===== src/design/cjs_pkg.sv =====
// ----------------------------------------------------------------------------
// cjs_pkg
// Shared types and constants of the CPU job scheduler.
// ----------------------------------------------------------------------------
package cjs_pkg;

  localparam int unsigned QueueDepthDefault = 16;
  localparam logic [7:0]  SliceReset        = 8'd3;

  localparam logic [2:0] MODE_FCFS = 3'd0;
  localparam logic [2:0] MODE_SJN  = 3'd1;
  localparam logic [2:0] MODE_SRTF = 3'd2;
  localparam logic [2:0] MODE_PRIO = 3'd3;
  localparam logic [2:0] MODE_RR   = 3'd4;

  localparam logic [1:0] CPU_IDLE   = 2'd0;
  localparam logic [1:0] CPU_BUSY   = 2'd1;
  localparam logic [1:0] CPU_SWITCH = 2'd2;

  localparam logic OP_ARRIVAL = 1'b0;
  localparam logic OP_TICK    = 1'b1;

  localparam logic REG_MODE  = 1'b0;
  localparam logic REG_SLICE = 1'b1;

  typedef struct packed {
    logic [7:0]  id;
    logic [7:0]  prio;
    logic [15:0] left;
    logic [15:0] orig;
    logic [31:0] arr;
    logic [31:0] resp;
    logic        responded;
  } cjs_job_t;

  typedef struct packed {
    logic        opcode;
    logic [7:0]  job_id;
    logic [7:0]  job_priority;
    logic [15:0] job_length;
  } cjs_in_t;

  typedef struct packed {
    logic        accepted;
    logic [1:0]  cpu_state;
    logic [7:0]  running_id;
    logic [15:0] running_left;
    logic        finished;
    logic [7:0]  finished_id;
    logic [31:0] turnaround;
    logic [31:0] wait_time;
    logic [31:0] response;
    logic [31:0] switch_count;
    logic [31:0] done_count;
    logic [31:0] now;
  } cjs_out_t;

  typedef enum logic [6:0] {
    ST_IDLE  = 7'b0000001,
    ST_SRD0  = 7'b0000010,
    ST_SLOAD = 7'b0000100,
    ST_SPASS = 7'b0001000,
    ST_SEND  = 7'b0010000,
    ST_HEAD  = 7'b0100000,
    ST_EXEC  = 7'b1000000
  } cjs_state_e;

endpackage


===== src/design/cjs_ram.sv =====
// ----------------------------------------------------------------------------
// cjs_ram
// Ready queue storage: one write port, one registered read port.
// ----------------------------------------------------------------------------
module cjs_ram
  import cjs_pkg::*;
#(
  parameter int unsigned QUEUE_DEPTH = QueueDepthDefault,
  localparam int unsigned PW = $clog2(QUEUE_DEPTH)
) (
  input  logic          clk_i,
  input  logic          we_i,
  input  logic [PW-1:0] waddr_i,
  input  cjs_job_t      wdata_i,
  input  logic [PW-1:0] raddr_i,
  output cjs_job_t      rdata_o
);

  cjs_job_t mem [QUEUE_DEPTH];
  cjs_job_t rdata_q;

  always_ff @(posedge clk_i) begin
    if (we_i) begin
      mem[waddr_i] <= wdata_i;
    end
    rdata_q <= mem[raddr_i];
  end

  assign rdata_o = rdata_q;

endmodule


===== src/design/cpu_job_scheduler.sv =====
// ----------------------------------------------------------------------------
// cpu_job_scheduler
// Tick-driven single-CPU job scheduler (FCFS, SJN, SRTF, priority, RR).
// ----------------------------------------------------------------------------
//  channel | direction | handshake           | payload
//  in      | input     | in_valid_i/in_stall_o   | cjs_in_t  in_data_i
//  out     | output    | out_valid_o/out_stall_i | cjs_out_t out_data_o
//  cfg     | input     | APB psel/penable/pwrite | sched_mode @0, time_slice @4
//
// Arrival: the result is registered at the accept edge.
// Tick: accept, head read, update; in modes SJN/SRTF/priority with two or
// more queued jobs, bubble passes over the queue RAM come between accept and
// head read, one pass per swap round plus a final clean pass.
// Reset clears all control state; the queue RAM holds no reset value, only
// counted entries are ever read. Input stalls while a tick is in work or an
// undelivered result is stalled downstream.
// ----------------------------------------------------------------------------
module cpu_job_scheduler
  import cjs_pkg::*;
#(
  parameter int unsigned QUEUE_DEPTH = QueueDepthDefault
) (
  input  logic        clk_i,
  input  logic        rst_ni,
  input  logic        in_valid_i,
  output logic        in_stall_o,
  input  cjs_in_t     in_data_i,
  output logic        out_valid_o,
  input  logic        out_stall_i,
  output cjs_out_t    out_data_o,
  input  logic        psel,
  input  logic        penable,
  input  logic        pwrite,
  input  logic [2:0]  paddr,
  input  logic [31:0] pwdata,
  output logic [31:0] prdata,
  output logic        pready
);

  localparam int unsigned PW = $clog2(QUEUE_DEPTH);
  localparam int unsigned CW = $clog2(QUEUE_DEPTH + 1);

  // config registers
  logic [2:0] mode_q;
  logic [7:0] slice_cfg_q;

  assign pready = 1'b1;
  assign prdata = (paddr[2] == REG_SLICE) ? {24'd0, slice_cfg_q} : {29'd0, mode_q};

  always_ff @(posedge clk_i or negedge rst_ni) begin
    if (!rst_ni) begin
      mode_q      <= MODE_FCFS;
      slice_cfg_q <= SliceReset;
    end else if (psel && penable && pwrite) begin
      if (paddr[2] == REG_MODE) mode_q <= pwdata[2:0];
      else                      slice_cfg_q <= pwdata[7:0];
    end
  end

  // logical queue index -> RAM address (circular buffer)
  function automatic logic [PW-1:0] phys(input logic [PW-1:0] h, input logic [CW-1:0] i);
    logic [CW:0] s;
    s = (CW+1)'(h) + (CW+1)'(i);
    if (s >= (CW+1)'(QUEUE_DEPTH)) s = s - (CW+1)'(QUEUE_DEPTH);
    return s[PW-1:0];
  endfunction

  function automatic logic [15:0] sort_key(input logic [2:0] m, input cjs_job_t j);
    return (m == MODE_PRIO) ? {8'd0, j.prio} : j.left;
  endfunction

  cjs_state_e  state_q, state_d;
  logic [PW-1:0] head_q, head_d;
  logic [CW-1:0] count_q, count_d;
  logic [CW-1:0] ridx_q, ridx_d;
  logic          swapped_q, swapped_d;
  cjs_job_t      carry_q, carry_d;
  cjs_job_t      cur_q, cur_d;
  logic [1:0]    status_q, status_d;
  logic [7:0]    slice_q, slice_d;
  logic [31:0]   tick_q, tick_d;
  logic [31:0]   switches_q, switches_d;
  logic [31:0]   done_q, done_d;
  logic          out_valid_q, out_valid_d;
  cjs_out_t      out_q, out_d;

  logic          we;
  logic [PW-1:0] waddr, raddr;
  cjs_job_t      wdata, rdata;

  cjs_ram #(.QUEUE_DEPTH(QUEUE_DEPTH)) u_ram (
    .clk_i   (clk_i),
    .we_i    (we),
    .waddr_i (waddr),
    .wdata_i (wdata),
    .raddr_i (raddr),
    .rdata_o (rdata)
  );

  logic in_acc, sort_mode;
  assign in_stall_o = (state_q != ST_IDLE) || (out_valid_q && out_stall_i);
  assign in_acc     = in_valid_i && !in_stall_o;
  assign sort_mode  = (mode_q == MODE_SJN) || (mode_q == MODE_SRTF) || (mode_q == MODE_PRIO);

  // tick update terms
  logic [15:0] left_dec;
  logic [31:0] resp_n, ta;
  logic [7:0]  slice_dec;
  logic        preempt;

  always_comb begin
    left_dec  = (cur_q.left != 16'd0) ? cur_q.left - 16'd1 : 16'd0;
    resp_n    = cur_q.responded ? cur_q.resp : tick_q - cur_q.arr;
    slice_dec = (mode_q == MODE_RR && slice_q != 8'd0) ? slice_q - 8'd1 : slice_q;
    preempt   = 1'b0;
    if (left_dec != 16'd0) begin
      if (mode_q == MODE_RR) preempt = (slice_dec == 8'd0);
      else if (mode_q == MODE_SRTF) preempt = (count_q != '0) && (left_dec > rdata.left);
    end
    ta = tick_q - cur_q.arr;
  end

  always_comb begin
    state_d     = state_q;
    head_d      = head_q;
    count_d     = count_q;
    ridx_d      = ridx_q;
    swapped_d   = swapped_q;
    carry_d     = carry_q;
    cur_d       = cur_q;
    status_d    = status_q;
    slice_d     = slice_q;
    tick_d      = tick_q;
    switches_d  = switches_q;
    done_d      = done_q;
    out_valid_d = out_valid_q && out_stall_i;
    out_d       = out_q;
    we          = 1'b0;
    waddr       = phys(head_q, count_q);
    wdata       = carry_q;
    raddr       = phys(head_q, ridx_q);

    case (state_q)
      ST_IDLE: begin
        if (in_acc) begin
          if (in_data_i.opcode == OP_ARRIVAL) begin
            out_d = '0;
            if (count_q != CW'(QUEUE_DEPTH)) begin
              we              = 1'b1;
              wdata.id        = in_data_i.job_id;
              wdata.prio      = in_data_i.job_priority;
              wdata.left      = in_data_i.job_length;
              wdata.orig      = in_data_i.job_length;
              wdata.arr       = tick_q;
              wdata.resp      = 32'd0;
              wdata.responded = 1'b0;
              count_d         = count_q + CW'(1);
              out_d.accepted  = 1'b1;
            end
            out_d.cpu_state    = status_q;
            out_d.running_id   = (status_q == CPU_IDLE) ? 8'd0 : cur_q.id;
            out_d.running_left = (status_q == CPU_IDLE) ? 16'd0 : cur_q.left;
            out_d.switch_count = switches_q;
            out_d.done_count   = done_q;
            out_d.now          = tick_q;
            out_valid_d        = 1'b1;
          end else if (sort_mode && count_q > CW'(1)) begin
            state_d = ST_SRD0;
          end else begin
            state_d = ST_HEAD;
          end
        end
      end
      ST_SRD0: begin
        raddr     = phys(head_q, '0);
        ridx_d    = CW'(1);
        swapped_d = 1'b0;
        state_d   = ST_SLOAD;
      end
      ST_SLOAD: begin
        carry_d = rdata;
        raddr   = phys(head_q, ridx_q);
        ridx_d  = ridx_q + CW'(1);
        state_d = ST_SPASS;
      end
      ST_SPASS: begin
        // rdata is entry ridx-1; the smaller of carry/rdata lands at ridx-2
        we    = 1'b1;
        waddr = phys(head_q, ridx_q - CW'(2));
        if (sort_key(mode_q, carry_q) > sort_key(mode_q, rdata)) begin
          wdata     = rdata;
          swapped_d = 1'b1;
        end else begin
          wdata   = carry_q;
          carry_d = rdata;
        end
        if (ridx_q < count_q) begin
          raddr  = phys(head_q, ridx_q);
          ridx_d = ridx_q + CW'(1);
        end else begin
          state_d = ST_SEND;
        end
      end
      ST_SEND: begin
        we      = 1'b1;
        waddr   = phys(head_q, count_q - CW'(1));
        wdata   = carry_q;
        state_d = swapped_q ? ST_SRD0 : ST_HEAD;
      end
      ST_HEAD: begin
        raddr   = phys(head_q, '0);
        state_d = ST_EXEC;
      end
      ST_EXEC: begin
        out_d = '0;
        if (status_q == CPU_BUSY) begin
          if (left_dec == 16'd0) begin
            done_d            = done_q + 32'd1;
            out_d.finished    = 1'b1;
            out_d.finished_id = cur_q.id;
            out_d.turnaround  = ta;
            out_d.wait_time   = ta - 32'(cur_q.orig);
            out_d.response    = resp_n;
            cur_d.left        = 16'd0;
            if (count_q == '0) begin
              status_d = CPU_IDLE;
            end else begin
              cur_d   = rdata;
              slice_d = slice_cfg_q;
              head_d  = phys(head_q, CW'(1));
              count_d = count_q - CW'(1);
            end
          end else begin
            cur_d.left      = left_dec;
            cur_d.resp      = resp_n;
            cur_d.responded = 1'b1;
            slice_d         = slice_dec;
            if (preempt) status_d = CPU_SWITCH;
          end
        end else if (status_q == CPU_IDLE) begin
          if (count_q != '0) begin
            cur_d    = rdata;
            slice_d  = slice_cfg_q;
            head_d   = phys(head_q, CW'(1));
            count_d  = count_q - CW'(1);
            status_d = CPU_BUSY;
          end
        end else begin
          switches_d = switches_q + 32'd1;
          if (count_q != '0) begin
            // held job goes to the back, head is taken
            we     = 1'b1;
            waddr  = phys(head_q, count_q);
            wdata  = cur_q;
            cur_d  = rdata;
            head_d = phys(head_q, CW'(1));
          end
          if (mode_q == MODE_RR) slice_d = slice_cfg_q;
          status_d = CPU_BUSY;
        end
        tick_d             = tick_q + 32'd1;
        out_d.cpu_state    = status_d;
        out_d.running_id   = (status_d == CPU_IDLE) ? 8'd0 : cur_d.id;
        out_d.running_left = (status_d == CPU_IDLE) ? 16'd0 : cur_d.left;
        out_d.switch_count = switches_d;
        out_d.done_count   = done_d;
        out_d.now          = tick_q;
        out_valid_d        = 1'b1;
        state_d            = ST_IDLE;
      end
      default: state_d = ST_IDLE;
    endcase
  end

  always_ff @(posedge clk_i or negedge rst_ni) begin
    if (!rst_ni) begin
      state_q     <= ST_IDLE;
      head_q      <= '0;
      count_q     <= '0;
      ridx_q      <= '0;
      swapped_q   <= 1'b0;
      cur_q       <= '0;
      status_q    <= CPU_IDLE;
      slice_q     <= SliceReset;
      tick_q      <= '0;
      switches_q  <= '0;
      done_q      <= '0;
      out_valid_q <= 1'b0;
    end else begin
      state_q     <= state_d;
      head_q      <= head_d;
      count_q     <= count_d;
      ridx_q      <= ridx_d;
      swapped_q   <= swapped_d;
      cur_q       <= cur_d;
      status_q    <= status_d;
      slice_q     <= slice_d;
      tick_q      <= tick_d;
      switches_q  <= switches_d;
      done_q      <= done_d;
      out_valid_q <= out_valid_d;
    end
  end

  always_ff @(posedge clk_i) begin
    carry_q <= carry_d;
    out_q   <= out_d;
  end

  assign out_valid_o = out_valid_q;
  assign out_data_o  = out_q;

  // queue fill never passes its depth
  a_count_max: assert property (@(posedge clk_i) disable iff (!rst_ni)
    count_q <= CW'(QUEUE_DEPTH))
    else $error("queue count above depth");

  // a tick only reaches its update step with the result register free
  a_out_free: assert property (@(posedge clk_i) disable iff (!rst_ni)
    (state_q == ST_EXEC) |-> !out_valid_q)
    else $error("result register busy at tick update");

  // an arrival into a non-full queue grows it by one
  a_arrival_grow: assert property (@(posedge clk_i) disable iff (!rst_ni)
    (in_acc && in_data_i.opcode == OP_ARRIVAL && count_q != CW'(QUEUE_DEPTH))
      |=> (count_q == $past(count_q) + CW'(1)))
    else $error("arrival did not enqueue");

endmodule


===== config.mk =====
export PLATFORM = sky130hd
export DESIGN_NAME = cpu_job_scheduler
export DESIGN_NICKNAME = d
export VERILOG_FILES = /design/src/design/cjs_pkg.sv /design/src/design/cjs_ram.sv /design/src/design/cpu_job_scheduler.sv
export SDC_FILE = /design/constraint.sdc
export NUM_CORES = 2
export LEC_CHECK = 0
export BUFFER_PORTS_ARGS = -buffer_cell sky130_fd_sc_hd__buf_4
export CAP_MARGIN = 20
export CORE_MARGIN = 4
export CORE_UTILIZATION = 40
export CTS_CLUSTER_DIAMETER = 40
export CTS_CLUSTER_SIZE = 14
export DETAILED_ROUTE_END_ITERATION = 8
export SETUP_SLACK_MARGIN = 0.15
export SLEW_MARGIN = 10
export SYNTH_ARGS = -nofsm -noshare
export SYNTH_HDL_FRONTEND = slang
export SYNTH_SLANG_ARGS = --single-unit
export TNS_END_PERCENT = 5

===== constraint.sdc =====
create_clock -name clk_i -period 45.3 [get_ports clk_i]
set_input_delay 4.53 -clock clk_i [delete_from_list [all_inputs] [get_ports clk_i]]
set_output_delay 4.53 -clock clk_i [all_outputs]
set_load 0.01 [all_outputs]

Word-level counts from Yosys, hierarchy flattened:

Memory sizes are Yosys's and may differ from the RTL's. A register that Yosys moved wholly into a read port is not among the register bits.
Index checks and enable logic that the tools add are counted.

* add/sub/neg operators: 22
* $lt $le $gt $ge: 10
* eq/ne operators: 30
* mux-type cells: 95
* bitwise logic cells: 1
* reduce and logical (&&, ||, !) cells: 39

Operator list (number)
* 2-to-1 mux 113 bit: 11
* 2-to-1 mux 228 bit: 2
* case mux 228 bit (2 select lines): 1
* case mux 113 bit (3 select lines): 1
* case mux 113 bit (2 select lines): 1
* 2-to-1 mux 105 bit: 2
* 2-to-1 mux 32 bit: 5
* 2-to-1 mux 16 bit: 7
* adder 32 x 1 -> 32 bit (second input constant): 3
* 2-to-1 mux 8 bit: 10
* 2-to-1 mux 48 bit: 1
* 2-to-1 mux 5 bit: 9
* 2-to-1 mux 4 bit: 11
* case mux 7 bit (6 select lines): 1
* 2-to-1 mux 33 bit: 1
* greater-than comparator 16 bit: 2
* nonzero test 16 bit: 2
* subtractor 32 x 16 -> 32 bit: 1
* subtractor 32 bit: 1
* adder 4 x 5 -> 6 bit: 4
* >= comparator 6 x 5 -> 1 bit (second input constant): 4
* subtractor 4 x 1 -> 4 bit (second input constant): 6
* 2-to-1 mux 7 bit: 3
* != test 2 bit (second input constant): 9
* other kinds (51): 99

* register bits after elaboration: 594
* bits in writable memories: 1808
* output and inout bits: 263
* logic and storage cells: 237
* memories kept: 1

Memory list
* u_ram.mem: words 16, bits a word 113, read ports 1, clocked after memory_dff 1, wr ports 1, line cjs_ram.sv:19 `cjs_job_t mem [QUEUE_DEPTH];`

Depth between registers and ports, before layout:

* depth in word-level cells: 14
* mapped depth: 19
* gate-level depth less buffers: 18

Hierarchy:

Synthesis repeated with hierarchy kept, for this count alone.

* cells, all modules: 5675
* area, all modules: 100436.3 um^2

Modules (own cells, without submodules)
* cjs_ram: instances 1, cells an instance 2890, area an instance 69783.2 um^2, seq. area each 56554.2 um^2
* cpu_job_scheduler: instances 1, cells an instance 2785, area an instance 30653.1 um^2, seq. area each 16577.1 um^2

Worst setup path after synthesis:

OpenSTA, ideal clock, no wires.

* path type: input-to-reg
* from: in out_stall_i
* to: reg count_q[1]
* setup time: 0.161 ns
* arrival: 25.408 ns
* required time: 45.139 ns
* setup slack: 19.731 ns
* cell stages on the path: 6
* path buffers: 0
* cell sequence: nand2_1 -> nand2_1 -> o21ai_0 -> o21ai_0 -> o32ai_1 -> a31oi_1

* longest elaborated chain between the ends: 6

RTL lines
* start: declaration: line cpu_job_scheduler.sv:29 `input logic out_stall_i,`
* logical AND 1 bit: line cpu_job_scheduler.sv:101 `assign in_stall_o = (state_q != ST_IDLE) || (out_valid_q && out_stall_i);`
* logical OR 1 bit: line cpu_job_scheduler.sv:101
* named net in_stall_o: line cpu_job_scheduler.sv:26 `output logic in_stall_o,`
* logical NOT 1 bit: line cpu_job_scheduler.sv:102 `assign in_acc = in_valid_i && !in_stall_o;`
* logical AND 1 bit: line cpu_job_scheduler.sv:102
* != test 2 bit (no source line)
* AND reduction 8 bit (no source line)
* end signal: assignment: line cpu_job_scheduler.sv:292 `count_q <= count_d;`
* end: declaration: line cpu_job_scheduler.sv:74 `logic [CW-1:0] count_q, count_d;`

The timed path passes the listed nets, and every way through them passes these cells.
A chain may end at the register's enable or synchronous reset.

Worst setup path in the final report:

* from: in paddr[2]
* to: out prdata[0]

* longest elaborated chain between the ends: 1

RTL lines
* start: declaration: line cpu_job_scheduler.sv:34 `input logic [2:0] paddr,`
* 2-to-1 mux 8 bit: line cpu_job_scheduler.sv:48 `assign prdata = (paddr[2] == REG_SLICE) ? {24'd0, slice_cfg_q} : {29'd0, mode_q};`
* end: declaration: line cpu_job_scheduler.sv:36 `output logic [31:0] prdata,`

No other way between the ends.

==> results.sh <==
export IMPL_status="complete, no violations"
export IMPL_cts_sinks=2515
export IMPL_initialDrtViolationCount=7330
export IMPL_fin_skew_ns=0.0687
export IMPL_yosysWarningCount=0
export IMPL_synth_xor_xnor_area_share_pct=1.43
export IMPL_avgSynthCellArea_um2=13.3
export IMPL_finalCriticalPeriod_ns=9.71
export IMPL_drc=0
export IMPL_synth_top_area_cell="edfxtp_1"
export IMPL_grt_pass1_vias=65100
export IMPL_yosysSeqAreaShare_pct=70.7
export IMPL_crit_type="in2out"
export IMPL_post_cts_resized=0
export IMPL_vias=67200
export IMPL_cp_required_ns=40.77
export IMPL_die_w_um=517
export IMPL_row_count=186
export IMPL_synthSimpleGateAreaFrac_pct=10.8
export IMPL_clkLatencyLatePin_ns=0.96
export IMPL_cts_setup_buffers=0
export IMPL_synthAdderAreaFrac_pct=1.32
export IMPL_die_y_um=517
export IMPL_hold_depth=0
export IMPL_setup_viol=0
export IMPL_ir_drop_v=0.0000690
export IMPL_boundaryPins=338
export IMPL_core_area_mm2=0.257
export IMPL_cts_tree="done"
export IMPL_portBuffers=286
export IMPL_slew_limit_headroom_pct=16.6
export IMPL_power_density_mw_per_mm2=69.5
export IMPL_cp_startpoint="paddr[2]"
export IMPL_drt_total_wl_um=301000
export IMPL_drive_above_1_share_pct=13.5
export IMPL_final_cell_mix="edfxtp_1 (2149), nand2_1 (1357), a211oi_1 (578), buf_4 (394), clkbuf_16 (363)"
export IMPL_hold_path_class="reg2reg"
export IMPL_grt_util_met2_pct=34.5
export IMPL_synthCells=7759
export IMPL_start_util_pct=40.2
export IMPL_antenna_left=0
export IMPL_grt_pass1_wl_um=434000
export IMPL_p_leak_nw=41.6
export IMPL_p_total_mw=8.42
export IMPL_hold_path_startpoint="u_ram.rdata_o[42]"
export IMPL_grt_max_degree=211
export IMPL_antenna_found_initial=22
export IMPL_grt_total_usage_pct=21.9
export IMPL_dr_pass1_iters=7
export IMPL_synth_cell_types=96
export IMPL_fillers=22100
export IMPL_cts_root_buf="clkbuf_16"
export IMPL_htree_levels=5
export IMPL_hold_buffers=0
export IMPL_final_common_cell="edfxtp_1"
export IMPL_ys_flop_type="edfxtp_1"
export IMPL_tns_ns=0
export IMPL_max_freq_mhz=103
export IMPL_synth_compound_area_share_pct=12.6
export IMPL_netlist_area_mm2=0.103
export IMPL_worstPathArrival_ns=5.18
export IMPL_dp_hpwl_um=163000
export IMPL_worstMarginPinSlew_ns=1.24
export IMPL_worst_path_max_fanout=10
export IMPL_place_gp_congestion=0.854
export IMPL_fin_crit_sh_pct=21.4
export IMPL_post_drt_wl_per_cell_um=25.7
export IMPL_whs_ns=0.431
export IMPL_rsz0062_at_grt="no"
export IMPL_drv_cap=0
export IMPL_dpl_cell_area_mm2=0.109
export IMPL_rr_worst_depth=16
export IMPL_synth_top_family_by_area="compound AO/OA/AOI/OAI gates"
export IMPL_fin_nets=8195
export IMPL_die_area_mm2=0.267
export IMPL_areaGrowthSynthToFinish_pct=17.2
export IMPL_hold_violations=0
export IMPL_use_met3_pct=3.74
export IMPL_synth_edff_count=2149
export IMPL_end_kind="output pin"
export IMPL_viasPerCell=5.75
export IMPL_synth_top_area_share_pct=62.4
export IMPL_path_clk_slew_ns=0.06
export IMPL_postLayoutCoreUtil_pct=47.2
export IMPL_synth_mux_area_share_pct=0.546
export IMPL_regToRegStartpoint="count_q[0]"
export IMPL_async_flop_share_pct=10.1
export IMPL_cts_buffers=361
export IMPL_drv_slew=0
export IMPL_busiest_layer="met2"
export IMPL_final_area_mm2=0.121
export IMPL_clock_path_buffers=4
export IMPL_synth_seq_cells=2515
export IMPL_grt_overflow_total=0
export IMPL_grt_use_met1_pct=30.0
export IMPL_critPathLaunchType="primary input"
export IMPL_synth_area_leaders="edfxtp_1 (62%), dfrtp_1 (6.0%), nand2_1 (4.9%), a211oi_1 (4.2%), dfxtp_1 (2.2%)"
-- cell families after synthesis --
family	Yosys count
flops	2515
simple gates	2417
compound gates	1851
buf+inv	645
xor+xnor	169
fa+ha+maj	107
mux	53
other cells	2
-- per-layer routing --
layer  vias to the layer above  share of wire [%]
met3                       565                8.0
met2                      2828                 46
met1                     33900                 42
met4                         4                4.3
li1                      29900                  -
met5                         -             0.0083
-- synthesized netlist by cell type (8+ instances only) --
| library cell | number |
|---|---|
| a222oi_1 | 72 |
| xnor2_1 | 118 |
| and2_1 | 341 |
| o21a_1 | 31 |
| and2_0 | 155 |
| ha_1 | 103 |
| nand3_1 | 70 |
| a22oi_1 | 27 |
| or2_2 | 8 |
| a22o_1 | 22 |
| o31ai_1 | 14 |
| o21ai_0 | 103 |
| a221oi_1 | 10 |
| o21ai_1 | 27 |
| clkbuf_1 | 352 |
| mux2_2 | 24 |
| a31oi_1 | 240 |
| a211oi_1 | 579 |
| dfrtp_1 | 248 |
| a21o_1 | 49 |
| nor2_1 | 231 |
| nor4_1 | 14 |
| nand4_1 | 42 |
| nand2b_1 | 17 |
| dfxtp_1 | 113 |
| a21oi_1 | 353 |
| buf_4 | 31 |
| and3_1 | 26 |
| buf_2 | 124 |
| nand3b_1 | 9 |
| nand2_1 | 1359 |
| buf_1 | 31 |
| inv_1 | 99 |
| nor3_1 | 69 |
| and4_1 | 10 |
| a311oi_1 | 228 |
| edfxtp_1 | 2149 |
| nor2b_1 | 20 |
| o22ai_1 | 8 |
| a221o_1 | 17 |
| xor2_1 | 51 |
| o211ai_1 | 12 |
| mux2i_1 | 28 |
-- registers in the layout (all words and copies together), names as in the netlist --
name,count
slice_q,8
state_q,7
count_q,5
out_valid_o,1
tick_q,32
swapped_q,1
out_data_o,228
done_q,32
u_ram.mem,1808
carry_q,113
mode_q,3
slice_cfg_q,8
switches_q,32
cur_q,113
u_ram.rdata_o,113
head_q,4
status_q,2
ridx_q,5
-- worst paths after layout --
kind | to | slack (ns)
worst max-delay path | prdata[0] | 35.59
min in group asynchronous | switches_q[4] | 3.62
max in group asynchronous | cur_q[53] | 40.19
worst max register to register | u_ram.mem[10][99] | 38.44
worst min register to register | carry_q[42] | 0.43
worst min-delay path | carry_q[42] | 0.43
-- critical path, cell delays in order --
cell    delay, ns
buf_4        0.15
mux2_2       0.35
buf_4        0.15
-- stage by stage --
stage               instances  setup slack, ns
floorplan                7782            19.73
global placement        11000            35.56
detailed placement      11000            35.59
CTS                     11700            35.59
global route            11700            35.57
finish                  11700            35.59
-- power by group --
| part | internal, mW | switching (mW) |
|---|---|---|
| clock | 1.73 | 1.07 |
| sequential | 3.13 | 0.117 |
| combinational | 0.703 | 1.68 |
-- final cells by class --
class	count	area, µm²	share of cell area, %
timing repair buffer	412	3340	2.75
tap	3384	4230	3.49
sequential	2515	73100	60.3
clock inverter	248	2800	2.31
antenna	10	25.0	0.0206
multi-input combinational	4622	28000	23.1
inverter	101	379	0.313
clock buffer	401	9350	7.71
No activity file was read; power rests on OpenSTA's default activity.
